### config.mk
export PLATFORM = sky130hd
export DESIGN_NAME = altc_queue
export DESIGN_NICKNAME = d
export VERILOG_FILES = /design/src/sv/altc_pkg.sv /design/src/sv/altc_queue.sv
export SDC_FILE = /design/constraint.sdc
export NUM_CORES = 1
export LEC_CHECK = 0
export BUFFER_PORTS_ARGS = -buffer_cell sky130_fd_sc_hd__buf_2
export CAP_MARGIN = 20
export CORE_MARGIN = 2
export CORE_UTILIZATION = 59
export CTS_BUF_LIST = sky130_fd_sc_hd__clkbuf_2 sky130_fd_sc_hd__clkbuf_4 sky130_fd_sc_hd__clkbuf_8
export DETAILED_ROUTE_END_ITERATION = 8
export GPL_TIMING_DRIVEN = 1
export HOLD_SLACK_MARGIN = 0.1
export PLACE_DENSITY_LB_ADDON = 0.3
export RECOVER_POWER = 25
export SYNTH_ARGS = -nofsm -noshare
export SYNTH_HDL_FRONTEND = slang
export SYNTH_SLANG_ARGS = --single-unit
export TNS_END_PERCENT = 20
### constraint.sdc
create_clock -name i_clk -period 2.3 [get_ports i_clk]
set_input_delay 0.46 -clock i_clk [delete_from_list [all_inputs] [get_ports i_clk]]
set_output_delay 0.46 -clock i_clk [all_outputs]
set_load 0.1 [all_outputs]
### src/sv/altc_pkg.sv
// Shared types, codes and sizes of the launch trigger capture block.
`timescale 1ns / 1ps
package altc_pkg;
    localparam int LOG_DEPTH   = 16384;
    localparam int PRE_DEPTH   = 2048;
    localparam int SAMPLE_BITS = 13;
    localparam int PRE_CAP     = (PRE_DEPTH < LOG_DEPTH) ? PRE_DEPTH : LOG_DEPTH;
    localparam int PTR_W       = $clog2(LOG_DEPTH);
    localparam int LVL_W       = PTR_W + 1;
    localparam int PRE_W       = $clog2(PRE_CAP + 1);
    localparam int PACK_W      = 3 * SAMPLE_BITS;
    localparam int SQ_W        = 2 * SAMPLE_BITS - 1;
    localparam int MAG_W       = 26;
    localparam int MS_W        = 22;
    localparam int CFG_IDX_W   = 3;
    localparam int CFG_DATA_W  = 26;
    localparam logic [9:0] FLIGHT_LAST = 10'd999;

    typedef enum logic [2:0] {
        OP_SAMPLE  = 3'd0,
        OP_TICK    = 3'd1,
        OP_WAKE    = 3'd2,
        OP_MANUAL  = 3'd3,
        OP_XFER_IN = 3'd4,
        OP_XFER_EX = 3'd5,
        OP_READ    = 3'd6,
        OP_NONE    = 3'd7
    } t_op;

    localparam logic [CFG_IDX_W-1:0] REG_LAUNCH_SQ = 3'd0;
    localparam logic [CFG_IDX_W-1:0] REG_QUIET_SQ  = 3'd1;
    localparam logic [CFG_IDX_W-1:0] REG_HOLD      = 3'd2;
    localparam logic [CFG_IDX_W-1:0] REG_QUIET_MS  = 3'd3;
    localparam logic [CFG_IDX_W-1:0] REG_RECORD_MS = 3'd4;
    localparam logic [CFG_IDX_W-1:0] REG_COOL_MS   = 3'd5;
    localparam logic [CFG_IDX_W-1:0] REG_XFER_MS   = 3'd6;

    localparam logic [2:0] MODE_SLEEP  = 3'd0;
    localparam logic [2:0] MODE_ACTIVE = 3'd1;
    localparam logic [2:0] MODE_LOG    = 3'd2;
    localparam logic [2:0] MODE_COOL   = 3'd3;
    localparam logic [2:0] MODE_XFER   = 3'd4;

    typedef struct packed {
        logic [MAG_W-1:0] launch_level_sq;
        logic [MAG_W-1:0] quiet_level_sq;
        logic [15:0]      launch_hold;
        logic [MS_W-1:0]  quiet_ms;
        logic [MS_W-1:0]  record_ms;
        logic [MS_W-1:0]  cooldown_ms;
        logic [MS_W-1:0]  transfer_limit_ms;
    } t_cfg;

    typedef struct packed {
        logic [2:0]        op;
        logic [PACK_W-1:0] sample;
        logic              above_quiet;
        logic              above_launch;
    } t_item;

    typedef struct packed {
        logic [2:0]             mode;
        logic                   log_valid;
        logic [SAMPLE_BITS-1:0] log_x;
        logic [SAMPLE_BITS-1:0] log_y;
        logic [SAMPLE_BITS-1:0] log_z;
        logic [LVL_W-1:0]       queue_level;
        logic [31:0]            dropped;
        logic [15:0]            flights;
        logic [9:0]             flight_number;
    } t_result;
endpackage

### src/sv/altc_queue.sv
// Short queue of classified items between the front end and the back end.
`timescale 1ns / 1ps
module altc_queue (
    input  logic            i_clk,
    input  logic            i_rst_n,
    input  logic            i_push,
    input  altc_pkg::t_item i_item,
    output logic            o_full,
    input  logic            i_pop,
    output logic            o_nonempty,
    output altc_pkg::t_item o_item
);
    import altc_pkg::*;

    localparam int QD = 4;
    t_item      r_mem [QD];
    logic [1:0] r_wr, r_rd;
    logic [2:0] r_cnt;

    assign o_full     = r_cnt == 3'(QD);
    assign o_nonempty = r_cnt != 3'd0;
    assign o_item     = r_mem[r_rd];

    always_ff @(posedge i_clk) begin
        if (!i_rst_n) begin
            r_wr  <= '0;
            r_rd  <= '0;
            r_cnt <= '0;
        end else begin
            if (i_push) r_wr <= r_wr + 1'b1;
            if (i_pop)  r_rd <= r_rd + 1'b1;
            r_cnt <= r_cnt + 3'(i_push) - 3'(i_pop);
        end
    end

    always_ff @(posedge i_clk) begin
        if (i_push) r_mem[r_wr] <= i_item;
    end
endmodule

# Yosys cells after proc, flatten, opt, wreduce, memory -nomap -nowiden
# Memory sizes are Yosys's and may differ from the RTL's. A register that Yosys moved wholly into a read port is not among the register bits.
# Cells that the tools add are included.
# totals
register_bits,7
latchBits,0
mem_bits_rw,176
rom_bits,0
in_bits,48
output_inout_bits,46
mem_count,1
# op_classes
addsub,4
multipliers,0
div,0
magnitude_cmp,0
eq_ne,1
shifts,0
mux,4
n_bitwise,0
reduce_logical,1
# memory_table
name,depth,word_bits,rd,rd_clocked_by_memory_dff,write_ports,line,rtl
r_mem,4,44,1,1,1,altc_queue.sv:16,t_item r_mem [QD];
# ops
operator,n
$add 2x1->2 const B,2
$mux 2,2
$add 3x1->3,1
$eq 3x3->1 const B,1
$reduce_bool 3->1,1
$sub 3x1->3,1
$mux 1,2

# Depth between registers and ports, before layout
# logic_depth
depth_word,3
depth_mapped,7
ltp_nobuf,7

# Least setup slack after synthesis
# OpenSTA, ideal clock, no wires.
# synth_timing
kind,reg-to-reg
from,register r_wr[0]
to,"memory r_mem[2][0] in the netlist's numbering, enable pin"
arrival_time_ns,1.600
required_time_ns,1.894
path_slack_ns,0.294
path_stages_with_launch,4
path_buffers,0
synth_period_minus_slack_ns,2.006
cell_sequence,dfxtp_1 inv_1 ha_1 and2_1
# synth_rtl
item,line,rtl
start: declaration,altc_queue.sv:17,"logic [1:0] r_wr, r_rd;"
start signal: assignment,altc_queue.sv:30,if (i_push) r_wr <= r_wr + 1'b1;
end: declaration,altc_queue.sv:16,
# Straight into the memory's write port.

==> qor.yml <==
clocking:
  clkLatencyLatePin_ns: 0.44
  postCtsSetupBuffers: 0
  cts_root_buf: "clkbuf_8"
  clock_path_buffers: 2
  clock_tree.htree_level_count: 4
  cts_buffers: 17
  clk_pin_slew_ns: 0.08
  cts.sinks: 185
  holdBufCountCts: 0
  cts_tree: "built"
synth:
  synthCells: 273
  synth_top_cell_by_area: "edfxtp_1"
  netlist_area_um2: 6850
  synth_top_area_frac: 0.771
  ys_ff_latch: 185
  netlist_top_cells_area: "edfxtp_1 77%, mux4_2 13%, dfxtp_1 2.6%"
  yosysWarnings: 0
  ys_seq_area_frac: 0.798
  ys_types: 21
  avgSynthCellArea_um2: 25.1
  syn-num-nets: 328
global_routing:
  antenna_found_initial: 0
  grt_pass1_wl_um: 17100
  grt_overflow_total: 0
  grt_max_degree: 45
  grt_usage: 0.187
  grt_pass1_vias: 3286
power:
  total_power_mw: 7.77
  vdd_drop_max_mv: 0.695
  p_leak_nw: 2.76
  powerDensity_nw_per_um2: 950
hold_path:
  hold_path.startpoint: "i_item[9]"
  hp-class: "in -> reg"
die:
  die_y_um: 112
  die_x_um: 112
  rows: 39
  initial_core_util: 0.603
  core_um2: 11400
  num_io_pins: 94
  fp.dieArea_um2: 12500
routing:
  antenna_left: 0
  dr.pass1.iters: 4
  remaining_drc_errors: 0
  drt_first_iter_violations: 178
  wl_per_cell_um: 20.4
  wirelength_um: 11100
  num_vias: 3056
  viasPerCell: 5.61
finish:
  nets: 444
  area_growth_pct: 19.4
  drive_gt1_frac: 0.381
  insertedDiodeCount: 0
  final_cell_area_um2: 8180
  utilization: 0.720
  fillCellCount: 665
worst_setup_path:
  crit_arrival_ns: 1.85
  r2r_start: "r_cnt[0]$_SDFF_PN0_"
  cp_max_fo: 14
  path_cells: "buf_12 -> mux4_2 -> buf_6"
  cp-start-kind: "flip-flop"
  crit_path_top_delay_cell: "mux4_2"
  critical_path_class: "reg -> out"
  critPathCaptureType: "output pin"
  slowest_delay_ns: 0.54
  cp.required_ns: 1.84
timing:
  skew_ns: 0.00770
  slew_viol_final: 0
  setup_tns_ns: -0.0102
  period_share: 1.00
  period_needed_ns: 2.31
  maxSlewHeadroom: 0.665
  tightest_slew_ns: 0.506
  rsz0062_at_grt: "true"
  fmax_mhz: 433
  hold_viol: 0
  finalSetupViolations: 2
  finalWorstSetupSlack_ns: -0.00789
place:
  portBuffers: 93
  postPlaceCellArea_um2: 7550
  pre_cts_ws_ns: 0.284
  place_congestion: 0.721
  dpl.hpwl_um: 6890
outcome:
  outcome: "finished with violations"
  violations: "setup timing"
job:
  maxCapViolCount: 0
## sequential cells by signal, summed over array words and instances, names as in the netlist, named ones only
| name | cells |
|---|---|
| r_cnt | 3 |
| r_mem | 176 |
| r_wr | 2 |
| r_rd | 2 |
## per-layer routing
metal / part of all wire / global-route usage / vias up / wire, um
met5: 0 / 0 / - / 0
met3: 0.047 / 0.0561 / 19 / 524
met4: 0.020 / 0.0815 / 0 / 222
met2: 0.53 / 0.318 / 94 / 5890
met1: 0.40 / 0.225 / 1571 / 4490
li1: - / - / 1372 / -
## power by group
part	internal [mW]	switching, mW	leakage, nW
clock	1.07	0.996	0.193
sequential	3.86	0.0550	1.69
combinational	0.510	1.28	0.870
## Yosys cell counts
master    count
buf_2         4
mux4_1        4
edfxtp_1    176
a21bo_2       1
dfxtp_1       9
and3_1        1
ha_1          6
mux2i_1       1
fa_1          1
xor3_1        1
and2_1        6
xnor2_1       2
inv_1         7
nand3b_1      1
mux4_2       40
a21oi_1       1
buf_12        4
nor2_1        5
buf_6         1
or3_1         1
clkbuf_2      1
## worst max-delay path: cells and delay by family, from the launching register on
family | cells | cell delay [ns]
flops | 1 | 0.46
mux | 1 | 0.54
buf+inv | 2 | 0.41
## cell type report
| type | instances | area [um2] | area share |
|---|---|---|---|
| Tap cell | 143 | 179 | 0.0219 |
| Timing Repair Buffer | 107 | 878 | 0.107 |
| Sequential cell | 185 | 5470 | 0.669 |
| Clock buffer | 19 | 249 | 0.0304 |
| Multi-Input combinational cell | 71 | 1240 | 0.152 |
| Clock inverter | 13 | 134 | 0.0164 |
| Inverter | 7 | 26.3 | 0.00321 |
## cell usage in the layout, fill, tap and decap left out, types with 4 or more instances in the layout
cell type	n
buf_2	23
clkinv_1	7
clkbuf_1	27
mux4_2	41
inv_1	7
buf_4	11
dfxtp_1	7
and2_2	4
buf_6	39
nor2_1	5
ha_1	6
clkbuf_8	17
edfxtp_1	176
buf_12	5
## cell families after synthesis
group,synth area share
muxes,0.148
and+or+nand+nor,0.0111
AOI/OAI and AO/OA,0.00219
adders and majority gates,0.0139
DFF,0.798
xor gates and xnor gates,0.00603
buffers and inverters,0.0208
## path summary, 6_finish.rpt
path         slack, ns  depth (start not counted)               endpoint
max             -0.008                          3             o_item[42]
min               0.23                          1  r_mem[3][9]$_DFFE_PP_
max reg2reg       0.55                          7    r_cnt[2]$_SDFF_PN0_
min reg2reg       0.54                          2              flip-flop
## stage by stage
stage | std cells | hold slack (ns)
2_1_floorplan | 273 | 0.499
3_3_place_gp | 512 | 0.514
3_5_place_dp | 512 | 0.530
4_1_cts | 544 | 0.203
5_1_grt | 545 | 0.215
6_report | 545 | 0.234
## what timing repair did
action,CTS,global route
gates cloned,0,1
endpoints found under the setup margin,42,42
gates resized for setup,72,14
Note: power is estimated with default switching activity, not from simulation.
