**src/sv/altc_pkg.sv**
```systemverilog
// Shared types, codes and sizes of the launch trigger capture block.
`timescale 1ns / 1ps
package altc_pkg;
    localparam int LOG_DEPTH   = 16384;
    localparam int PRE_DEPTH   = 2048;
    localparam int SAMPLE_BITS = 13;
    localparam int PRE_CAP     = (PRE_DEPTH < LOG_DEPTH) ? PRE_DEPTH : LOG_DEPTH;
    localparam int PTR_W       = $clog2(LOG_DEPTH);
    localparam int LVL_W       = PTR_W + 1;
    localparam int PRE_W       = $clog2(PRE_CAP + 1);
    localparam int PACK_W      = 3 * SAMPLE_BITS;
    localparam int SQ_W        = 2 * SAMPLE_BITS - 1;
    localparam int MAG_W       = 26;
    localparam int MS_W        = 22;
    localparam int CFG_IDX_W   = 3;
    localparam int CFG_DATA_W  = 26;
    localparam logic [9:0] FLIGHT_LAST = 10'd999;

    typedef enum logic [2:0] {
        OP_SAMPLE  = 3'd0,
        OP_TICK    = 3'd1,
        OP_WAKE    = 3'd2,
        OP_MANUAL  = 3'd3,
        OP_XFER_IN = 3'd4,
        OP_XFER_EX = 3'd5,
        OP_READ    = 3'd6,
        OP_NONE    = 3'd7
    } t_op;

    localparam logic [CFG_IDX_W-1:0] REG_LAUNCH_SQ = 3'd0;
    localparam logic [CFG_IDX_W-1:0] REG_QUIET_SQ  = 3'd1;
    localparam logic [CFG_IDX_W-1:0] REG_HOLD      = 3'd2;
    localparam logic [CFG_IDX_W-1:0] REG_QUIET_MS  = 3'd3;
    localparam logic [CFG_IDX_W-1:0] REG_RECORD_MS = 3'd4;
    localparam logic [CFG_IDX_W-1:0] REG_COOL_MS   = 3'd5;
    localparam logic [CFG_IDX_W-1:0] REG_XFER_MS   = 3'd6;

    localparam logic [2:0] MODE_SLEEP  = 3'd0;
    localparam logic [2:0] MODE_ACTIVE = 3'd1;
    localparam logic [2:0] MODE_LOG    = 3'd2;
    localparam logic [2:0] MODE_COOL   = 3'd3;
    localparam logic [2:0] MODE_XFER   = 3'd4;

    typedef struct packed {
        logic [MAG_W-1:0] launch_level_sq;
        logic [MAG_W-1:0] quiet_level_sq;
        logic [15:0]      launch_hold;
        logic [MS_W-1:0]  quiet_ms;
        logic [MS_W-1:0]  record_ms;
        logic [MS_W-1:0]  cooldown_ms;
        logic [MS_W-1:0]  transfer_limit_ms;
    } t_cfg;

    typedef struct packed {
        logic [2:0]        op;
        logic [PACK_W-1:0] sample;
        logic              above_quiet;
        logic              above_launch;
    } t_item;

    typedef struct packed {
        logic [2:0]             mode;
        logic                   log_valid;
        logic [SAMPLE_BITS-1:0] log_x;
        logic [SAMPLE_BITS-1:0] log_y;
        logic [SAMPLE_BITS-1:0] log_z;
        logic [LVL_W-1:0]       queue_level;
        logic [31:0]            dropped;
        logic [15:0]            flights;
        logic [9:0]             flight_number;
    } t_result;
endpackage

```
**src/sv/altc_front.sv**
```systemverilog
// Front end: takes items, squares the axes and classifies samples against the thresholds.
`timescale 1ns / 1ps
module altc_front (
    input  logic                               i_clk,
    input  logic                               i_rst_n,
    input  logic                               i_valid,
    output logic                               o_stall,
    input  logic [2:0]                         i_operation,
    input  logic signed [altc_pkg::SAMPLE_BITS-1:0] i_accel_x,
    input  logic signed [altc_pkg::SAMPLE_BITS-1:0] i_accel_y,
    input  logic signed [altc_pkg::SAMPLE_BITS-1:0] i_accel_z,
    input  altc_pkg::t_cfg                     i_cfg,
    input  logic                               i_full,
    output logic                               o_push,
    output altc_pkg::t_item                    o_item
);
    import altc_pkg::*;

    logic                   r_valid;
    logic [2:0]             r_op;
    logic [PACK_W-1:0]      r_sample;
    logic [SQ_W-1:0]        r_sqx, r_sqy, r_sqz;
    logic [SAMPLE_BITS-1:0] ax, ay, az;
    logic [MAG_W-1:0]       mag;
    logic                   take;

    function automatic logic [SAMPLE_BITS-1:0] abs_of(input logic [SAMPLE_BITS-1:0] v);
        abs_of = v[SAMPLE_BITS-1] ? (~v + 1'b1) : v;
    endfunction

    assign ax = abs_of(i_accel_x);
    assign ay = abs_of(i_accel_y);
    assign az = abs_of(i_accel_z);

    assign o_stall = r_valid && i_full;
    assign take    = i_valid && !o_stall;
    assign o_push  = r_valid && !i_full;

    assign mag = MAG_W'(r_sqx) + MAG_W'(r_sqy) + MAG_W'(r_sqz);
    assign o_item.op           = r_op;
    assign o_item.sample       = r_sample;
    assign o_item.above_quiet  = mag > i_cfg.quiet_level_sq;
    assign o_item.above_launch = mag > i_cfg.launch_level_sq;

    always_ff @(posedge i_clk) begin
        if (!i_rst_n) begin
            r_valid <= 1'b0;
        end else if (take) begin
            r_valid <= 1'b1;
        end else if (o_push) begin
            r_valid <= 1'b0;
        end
    end

    always_ff @(posedge i_clk) begin
        if (take) begin
            r_op     <= i_operation;
            r_sample <= {i_accel_z, i_accel_y, i_accel_x};
            r_sqx    <= SQ_W'(ax) * SQ_W'(ax);
            r_sqy    <= SQ_W'(ay) * SQ_W'(ay);
            r_sqz    <= SQ_W'(az) * SQ_W'(az);
        end
    end
endmodule

```
**config.mk**
```make
export PLATFORM = sky130hd
export DESIGN_NAME = altc_front
export DESIGN_NICKNAME = d
export VERILOG_FILES = /design/src/sv/altc_pkg.sv /design/src/sv/altc_front.sv
export SDC_FILE = /design/constraint.sdc
export NUM_CORES = 1
export LEC_CHECK = 0
export BUFFER_PORTS_ARGS = -buffer_cell sky130_fd_sc_hd__buf_4
export CAP_MARGIN = 10
export CORE_MARGIN = 1.5
export CORE_UTILIZATION = 65
export CTS_BUF_LIST = sky130_fd_sc_hd__clkbuf_8
export CTS_CLUSTER_SIZE = 14
export DETAILED_ROUTE_END_ITERATION = 8
export GPL_TIMING_DRIVEN = 0
export PLACE_DENSITY = 0.92
export SYNTH_ARGS = -nofsm -noshare
export SYNTH_HDL_FRONTEND = slang
export SYNTH_SLANG_ARGS = --single-unit
export TNS_END_PERCENT = 1
```
**constraint.sdc**
```tcl
create_clock -name i_clk -period 16.4 [get_ports i_clk]
set_clock_uncertainty 0.15 [all_clocks]
set_input_delay 2.46 -clock i_clk [delete_from_list [all_inputs] [get_ports i_clk]]
set_output_delay 2.46 -clock i_clk [all_outputs]
set_load 0.02 [all_outputs]
```
**Word level (Yosys, flattened, before mapping)**

Cells that the tools add are included.

- Add/subtract/negate cells: 5
- Multipliers: 3
- Magnitude comparators: 2
- Mux-type cells: 5
- Bitwise operators: 3
- Reduce and logical (&&, ||, !) cells: 6

Operator list:

| kind | number |
|---|---|
| 13-bit by 13-bit multiplier with 25-bit output | 3 |
| 26-bit greater-than comparator | 2 |
| 13-bit by 1-bit adder with 13-bit output, second input constant | 3 |
| 13-bit two-way mux | 3 |
| 13-bit NOT | 3 |
| 25-bit by 25-bit adder with 26-bit output | 1 |
| 26-bit by 25-bit adder with 26-bit output | 1 |
| 1-bit logical AND | 3 |
| 1-bit logical NOT | 2 |
| 1-bit two-way mux | 2 |
| 2-bit nonzero test | 1 |

- Register bits after elaboration: 118
- Bits of input ports: 202
- Output and inout port bits: 46
- Word-level logic and storage cells: 30

**Depth between registers and ports, before layout**

Gate-level depths: netlist of run 1.

- Depth after elaboration: 4
- Gate-level depth with buffers: 27
- Depth with buffers taken out: 26

**Worst setup path before layout of run 1**

OpenSTA, ideal clock, no wires.

- Kind: input port to flip-flop
- Start point: in i_accel_y[0] (netlist name)
- End point: reg r_sqy[23], data pin
- Data arrival time: 8.434 ns
- Required time: 15.987 ns
- Setup slack: 7.553 ns
- Stages: 24
- Path buffers: 2
- Cell sequence: inv_1 > clkbuf_1 > ha_1 > nand3b_1 > o41ai_1 > xor2_1 > inv_1 > nand2_1 > fa_1 > inv_1 > fa_1 > fa_1 > fa_1 > inv_1 > fa_1 > inv_1 > ha_1 > clkbuf_1 > a2111oi_0 > o21ai_0 > a221oi_1 > a31o_2 > a21boi_0 > mux2i_1

- Longest elaborated chain between the ends: 4

RTL lines:

| item | line | RTL |
|---|---|---|
| start: declaration | altc_front.sv:10 | `input logic signed [altc_pkg::SAMPLE_BITS-1:0] i_accel_y,` |
| 13-bit NOT | altc_front.sv:28 | `abs_of = v[SAMPLE_BITS-1] ? (~v + 1'b1) : v;` |
| 13-bit by 1-bit adder with 13-bit output | altc_front.sv:28 |  |
| 13-bit two-way mux * | altc_front.sv:28 |  |
| 13-bit by 13-bit multiplier with 25-bit output * | altc_front.sv:60 | `r_sqy <= SQ_W'(ay) * SQ_W'(ay);` |
| end signal: assignment | altc_front.sv:60 |  |
| end: declaration | altc_front.sv:22 | `logic [SQ_W-1:0] r_sqx, r_sqy, r_sqz;` |

Every way passes the cells marked *; elsewhere a longest branch is shown, timed or not.
A chain may end at the register's enable or synchronous reset.

**Worst setup path after layout of run 1**

- Start point: in i_accel_y[0] (netlist name)
- End point: reg r_sqy[21], data pin

The elaborated chain is that of the path after synthesis.

==> results.tsv, run 1 <==
metric	value	unit
yosys-top-cells-area	fa_1 (30%), ha_1 (17%), edfxtp_1 (16%), inv_1 (11%), xnor2_1 (3.5%)	
diodes	0	
synth_top_area_share	30.1	%
gp_congestion	0.990	
fin_ws	6.25	ns
maxCapViolCount	0	
rsz0062_at_grt	false	
relSlewSlack	31.6	%
ys_ff_latch	112	
fin_tns_setup	0	ns
worstMarginPinSlew	1.02	ns
startpoint_type	input port	
crit_type	in -> reg	
grt_pass1_vias	17200	
critPathMaxFanout	10	
synthDistinctLibCells	77	
dieArea	32900	µm²
fin_crit	10.15	ns
syn_to_final_growth	9.58	%
dp_slack	6.05	ns
max_freq	98.5	MHz
hpwl	41300	µm
path_buf_inv	8	
clk_latency	0.43	ns
async_reset_ff_share	0	%
num_rows	65	
dp.cells	2778	
critical_path.max_stage_delay	0.82	ns
drive_above_1_share	8.15	%
slew_viol_final	0	
whs_path_depth	2	
final_nets	3173	
cts.sinks	112	
start_util	65.8	%
instances_no_fill	2794	
grt_start_max_net_pins	37	
ys_seq_area_share	16.2	%
clock_path_buffers	2	
critPathTopFamily	adder cells	
post_cts_buffers	0	
synth_cells	2204	
synthesis.area	20700	µm²
postCtsResizedCells	0	
fin_crit_sh	61.9	%
boundaryPins	248	
yosysMostFrequentCell	inv_1	
wl	48200	µm
min-delay-start	r_valid	
synth_edf_count	111	
stdcell_area	22600	µm²
drt_iter0_markers	1293	
fillers	2175	
r2r_start	r_valid	
port_buffers	143	
setup_viol	0	
hold_class	reg -> reg	
path_clk_slew	0.11	ns
worst_hold_path.endpoint	r_valid	
die_w	181	µm
r2r_cells	4	
ant_nets	0	
cts_tree	done	
route.detailed.drc	0	
ff2ff_setup_slack	14.45	ns
status	completed	
grt_pass1_wl	79800	µm
synthTopCellsByCount	inv_1 (591), fa_1 (311), ha_1 (273)	
avgViaCountPerCell	5.73	
core-area	31400	µm²
h-tree-depth	3	
multi_input_area	15100	µm²
vias	16000	
grt_usage	30.6	%
timing.rr.end	r_sqy[2]	
syn_area_per_cell	9.37	µm²
cp.required	16.43	ns
grt-ovfl-total	0	
cp_slowest_cell	a221oi_1	
synth_top_cell_by_area	fa_1	
dieHeight	181	µm
synth_flop_cell	edfxtp_1	
wl_per_cell	17.3	µm
hold_violations	0	
cts-hold-fix-buffers	0	
cp.arrival	10.18	ns
cts_made_buffers	9	
cts-root-buf	clkbuf_8	
cp-end-kind	register	
regArea	3350	µm²
yosysWarnings	0	
placed_area	22400	µm²
antenna_found_initial	0	
firstDrtPassIters	7	
worst max-delay path by stage:
stage / from / endpoint / slack, ns / depth (start not counted)
floorplan: i_accel_y[0] / r_sqy[23] / 7.55 / 24
global placement: i_full / r_sample[29] / 5.86 / 3
detailed placement: i_accel_y[0] / r_sqy[23] / 6.05 / 25
CTS: i_accel_y[0] / r_sqy[23] / 6.50 / 25
global route: i_accel_y[0] / r_sqy[17] / 5.82 / 25
finish: i_accel_y[0] / r_sqy[21] / 6.25 / 25
area by class of cell:
| type | instances | area share [%] |
|---|---|---|
| inverter | 598 | 9.92 |
| sequential | 112 | 14.8 |
| timing repair buffer | 146 | 5.01 |
| multi-input combinational | 1499 | 66.6 |
| clock buffer | 9 | 0.547 |
| buffer | 21 | 0.398 |
| clock inverter | 7 | 0.497 |
| tap | 402 | 2.22 |
flip-flops by register name (all words and copies together), names as in the netlist:
name and cells:
r_sample 39, r_valid 1, r_sqz 23, r_op 3, r_sqx 23, r_sqy 23
stage by stage:
step	utilization, %	hold WS [ns]
finish	72.1	0.538
floorplan	-	0.563
global route	72.1	0.573
global placement	71.1	0.430
detailed placement	71.4	0.512
CTS	72.1	0.540
per-layer routing:
layer,vias up,global-route usage [%],wire length [µm]
met5,-,0,0
met1,7830,37.0,18300
met2,723,54.4,24300
met3,157,4.56,3620
met4,0,13.1,1940
li1,7311,-,-
kinds of logic (layout without fill, tap and decap cells):
kind of cell,Yosys count,count (layout),synth area share [%]
buffers and inverters,619,781,11.3
adders and majority gates,584,584,46.7
and+or+nand+nor,463,463,10.3
AOI/OAI and AO/OA,291,291,9.62
xor gates and xnor gates,126,126,5.51
DFF,112,112,16.2
muxes,7,7,0.357
other,2,28,0.0364
tightest hold or removal path, stage by stage (launching register included):
cell and delay (ns):
dfxtp_1 0.34, and2_1 0.21, o21a_1 0.13
cell usage in the layout, fill, tap and decap left out, types with 23 or more instances in the layout:
| cell type | netlist | routed |
|---|---|---|
| conb_1 | 2 | 28 |
| a21oi_1 | 82 | 82 |
| o21ai_0 | 34 | 34 |
| nand2_1 | 149 | 149 |
| fa_1 | 311 | 311 |
| nor3_1 | 23 | 23 |
| xnor2_1 | 82 | 82 |
| buf_4 | 3 | 146 |
| a21o_1 | 55 | 55 |
| nor2_1 | 159 | 159 |
| ha_1 | 273 | 273 |
| inv_1 | 591 | 591 |
| edfxtp_1 | 111 | 111 |
| xor2_1 | 41 | 41 |
Power of run 1 is left out: the tool's default activity adds up to more than one toggle a clock period on the data nets, which glitch-free logic cannot reach.
==> run 2, diff against run 1 <==
- CORE_UTILIZATION: 65 -> 62
- PLACE_DENSITY: 0.92 -> 0.88
- clock period: 16.4 -> 10.56 ns (I/O delays scaled with it)
==> run 2 against run 1 <==
Final cell count rose by 1.5%. Core utilization decreased by 2.7 points. Register-to-register slack got worse by 6.0 ns. Sequential share of layout area about the same. Sequential cell count stayed put. Final area increased by 0.20%. Global-route usage down 1.8 points. First-iteration DRC count down 24%. Routed wire length decreased by 3.2%. Highest routed layer unchanged.
==> results.tsv, run 2 (synthesis gave the netlist of run 1 again) <==
metric	value	unit	change
post_cts_buffers	0		unchanged
drt_iter0_markers	989		-24%
route.detailed.drc	0		unchanged
postCtsResizedCells	0		unchanged
hold_class	reg -> reg		
core-area	32700	µm²	+4.2%
maxCapViolCount	0		unchanged
startpoint_type	input port		
hpwl	40400	µm	-2.3%
vias	15700		-2.2%
dieHeight	186	µm	+2.4%
die_w	186	µm	+2.4%
setup_viol	0		unchanged
ff2ff_setup_slack	8.49	ns	-5.96 ns
clock_path_buffers	2		unchanged
cts.sinks	112		unchanged
cts_made_buffers	9		unchanged
critPathMaxFanout	10		unchanged
cp.required	10.66	ns	-5.77 ns
wl	46700	µm	-3.2%
critPathTopFamily	adder cells		
dp_slack	0.888	ns	-5.16 ns
multi_input_area	15100	µm²	unchanged
worstMarginPinSlew	1.20	ns	+0.180 ns
worst_hold_path.endpoint	r_valid		
hold_violations	0		unchanged
wl_per_cell	16.5	µm	-4.6%
ant_nets	0		unchanged
grt_pass1_wl	77800	µm	-2.5%
whs_path_depth	2		unchanged
status	completed		
syn_to_final_growth	9.79	%	
largest_reg_flops	39		unchanged
gp_congestion	0.945		-4.6%
fin_tns_setup	0	ns	unchanged
timing.rr.end	r_sqz[19]		
relSlewSlack	19.6	%	-12 points
slew_viol_final	0		unchanged
regArea	3350	µm²	unchanged
cts_tree	done		
min-delay-start	r_valid		
drive_above_1_share	8.19	%	+0.038 points
port_buffers	143		unchanged
r2r_cells	5		+1
antenna_found_initial	0		unchanged
start_util	63.2	%	-2.6 points
clk_latency	0.42	ns	about the same
num_rows	66		+1.5%
max_freq	106	MHz	
grt-ovfl-total	0		unchanged
final_common_cell	inv_1		
grt_usage	28.8	%	-1.8 points
crit_type	in -> reg		
diodes	0		unchanged
final_nets	3174		+0.032%
path_clk_slew	0.12	ns	about the same
firstDrtPassIters	7		unchanged
layout_common_cells	inv_1 (591), fa_1 (311), ha_1 (273), nor2_1 (159), nand2_1 (149)		
path_depth	25		unchanged
path_buf_inv	8		unchanged
boundaryPins	248		unchanged
cts-root-buf	clkbuf_8		
r2r_start	r_valid		
largest_register	r_sample		
cp.arrival	9.52	ns	-0.66 ns
fin_crit_sh	89.2	%	
fin_ws	1.14	ns	-5.11 ns
critical_path.max_stage_delay	0.83	ns	about the same
avgViaCountPerCell	5.53		-3.6%
dieArea	34400	µm²	+4.8%
fin_crit	9.42	ns	
h-tree-depth	3		unchanged
rsz0062_at_grt	false		
grt_pass1_vias	16700		-2.8%
grt_start_max_net_pins	29		-22%
cp_slowest_cell	a221oi_1		
fillers	2428		+12%
cp-end-kind	register		
cts-hold-fix-buffers	0		unchanged
==> run 2: area by class of cell <==
cell class              instances  share of cell area (%)
plain buffers                  21                   0.397
clock buffers                   9                   0.546
clock inverters                 7                   0.320
inverters                     598                    9.90
multi-input cells            1499                    66.5
flip-flops and latches        112                    14.8
well taps                     442                    2.44
repair buffers                147                    5.15
==> run 2: worst max path at each step <==
stage	from	to
floorplan	i_accel_y[0]	r_sqy[23]
global placement	i_full	r_sqz[19]
detailed placement	i_accel_y[0]	r_sqy[23]
CTS	i_accel_y[0]	r_sqy[23]
global route	i_accel_y[0]	r_sqy[23]
finish	i_accel_y[0]	r_sqy[23]
==> run 2: per-layer routing <==
metal / vias to the layer above / wire length (µm) / global-route usage [%]
li1: 7314 / - / -
met1: 7681 / 18600 / 36.0
met2: 561 / 23400 / 50.4
met3: 110 / 3090 / 4.32
met4: 0 / 1600 / 11.0
met5: - / 0 / 0
==> run 2: stage by stage <==
stage	std cells	util (%)	instance area [µm²]	hold slack (ns)
2_1_floorplan	2230	-	20800	0.563
3_3_place_gp	2815	68.4	22400	0.428
3_5_place_dp	2819	68.8	22500	0.522
4_1_cts	2835	69.4	22700	0.549
5_1_grt	2835	69.4	22700	0.595
6_report	2835	69.4	22700	0.544
==> run 2: tightest hold or removal path: stages, from the launching register on <==
cell and delay [ns]:
dfxtp_1 0.33, and2_1 0.20, o21a_1 0.14
Power of run 2 is left out for the same reason.
==> run 3, diff against run 2 <==
- CORE_ASPECT_RATIO: unset -> 1.2
==> run 3 against run 2 <==
Final area is essentially flat. Via count grew 0.49%. Largest cell class unchanged. Critical path type unchanged. First-iteration DRC count is 1.3% higher.
==> results.tsv, run 3 (synthesis gave the netlist of run 1 again) <==
metric	value	unit	change
cts.sinks	112		unchanged
cp.required	10.61	ns	-0.05 ns
whs	0.553	ns	+0.00856 ns
cp_slowest_cell	a221oi_1		
grt_usage	28.8	%	about the same
fin_tns_setup	0	ns	unchanged
cts-root-buf	clkbuf_8		
wl_per_cell	16.5	µm	+0.22%
drive_above_1_share	8.15	%	-0.038 points
syn_to_final_growth	9.80	%	about the same
diodes	0		unchanged
hold_class	reg -> reg		
path_clk_slew	0.12	ns	about the same
fillers	2374		-2.2%
stdcell_area	22700	µm²	about the same
dieHeight	203	µm	+9.4%
layout_common_cells	inv_1 (591), fa_1 (311), ha_1 (273), nor2_1 (159), nand2_1 (149)		
largest_reg_flops	39		unchanged
crit_type	in -> reg		
wl	46900	µm	+0.47%
post_cts_buffers	0		unchanged
ff2ff_setup_slack	8.51	ns	+0.02 ns
ant_nets	0		unchanged
cts_tree	done		
critPathMaxFanout	10		unchanged
maxCapViolCount	0		unchanged
rsz0062_at_grt	false		
firstDrtPassIters	5		-2
whs_path_depth	2		unchanged
hpwl	40500	µm	+0.18%
max_freq	107	MHz	+0.53%
avgViaCountPerCell	5.54		+0.24%
status	completed		
slew_viol_final	0		unchanged
cp.arrival	9.42	ns	-0.10 ns
cts-hold-fix-buffers	0		unchanged
dieArea	34400	µm²	about the same
antenna_found_initial	0		unchanged
cp-end-kind	register		
relSlewSlack	27.9	%	+8.3 points
grt-ovfl-total	0		unchanged
grt_pass1_wl	78200	µm	+0.53%
fin_crit	9.37	ns	-0.0497 ns
gp_congestion	0.938		-0.77%
drt_iter0_markers	1002		+1.3%
boundaryPins	248		unchanged
clk_latency	0.42	ns	about the same
route.detailed.drc	0		unchanged
vias	15700		+0.49%
placed_area	22500	µm²	-0.11%
largest_register	r_sample		
h-tree-depth	3		unchanged
clock_path_buffers	2		unchanged
startpoint_type	input port		
hold_violations	0		unchanged
final_common_cell	inv_1		
critical_path.max_stage_delay	0.85	ns	+0.02 ns
grt_pass1_vias	17200		+3.0%
r2r_cells	4		-1
cts_made_buffers	9		unchanged
die_w	170	µm	-8.6%
setup_viol	0		unchanged
start_util	62.7	%	-0.52 points
port_buffers	143		unchanged
fin_crit_sh	88.7	%	-0.47 points
grt_start_max_net_pins	33		+14%
worstMarginPinSlew	1.07	ns	-0.124 ns
core-area	33000	µm²	+0.83%
postCtsResizedCells	0		unchanged
final_nets	3173		-0.032%
num_rows	73		+11%
run 3: cell count changes in the layout (fill, tap and decap cells not counted), sizes merged:
cell      previous run  this run
clkinv               8         5
clkinvlp             1         0
bufinv               0         1
buf                151       150
inv                596       599
run 3: metrics by stage:
stage                     worst slack (ns)  std cells  utilization (%)
after floorplan                       2.59       2230                -
after global placement               0.828       2823             67.9
after detailed placement             0.903       2826             68.1
after CTS                             1.35       2842             68.8
after global routing                 0.919       2842             68.8
final                                 1.19       2842             68.8
run 3: area by class of cell:
cell class,count,area [µm²],area share [%]
multi-input combinational,1499,15100,66.5
clock buffer,9,124,0.546
sequential,112,3350,14.8
inverter,598,2240,9.89
clock inverter,7,100,0.441
timing repair buffer,146,1130,5.00
tap,450,563,2.48
buffer,21,90.1,0.397
run 3: final timing paths:
check / start / to
max reg2reg: r_valid / r_sqy[24]
min reg2reg: r_valid / r_valid
min: r_valid / r_valid
max: i_accel_y[0] / r_sqy[23]
run 3: layer usage:
metal  up-vias  part of all wire [%]  track usage, %  wire length, µm
li1       7307                     -               -                -
met1      7748                    36            32.8            17100
met2       562                    53            53.2            24900
met3       126                   6.0            3.04             2810
met4         0                   4.5            14.4             2130
met5         -                     0               0                0
run 3: worst max-delay path: cells and delay by family:
family / cells / cell delay, ns
AOI/OAI and AO/OA: 6 / 2.17
adders and majority gates: 7 / 2.92
muxes: 1 / 0.33
buffers and inverters: 8 / 1.36
and+or+nand+nor: 2 / 0.30
xor gates and xnor gates: 1 / 0.74
Power of run 3 is left out for the same reason.
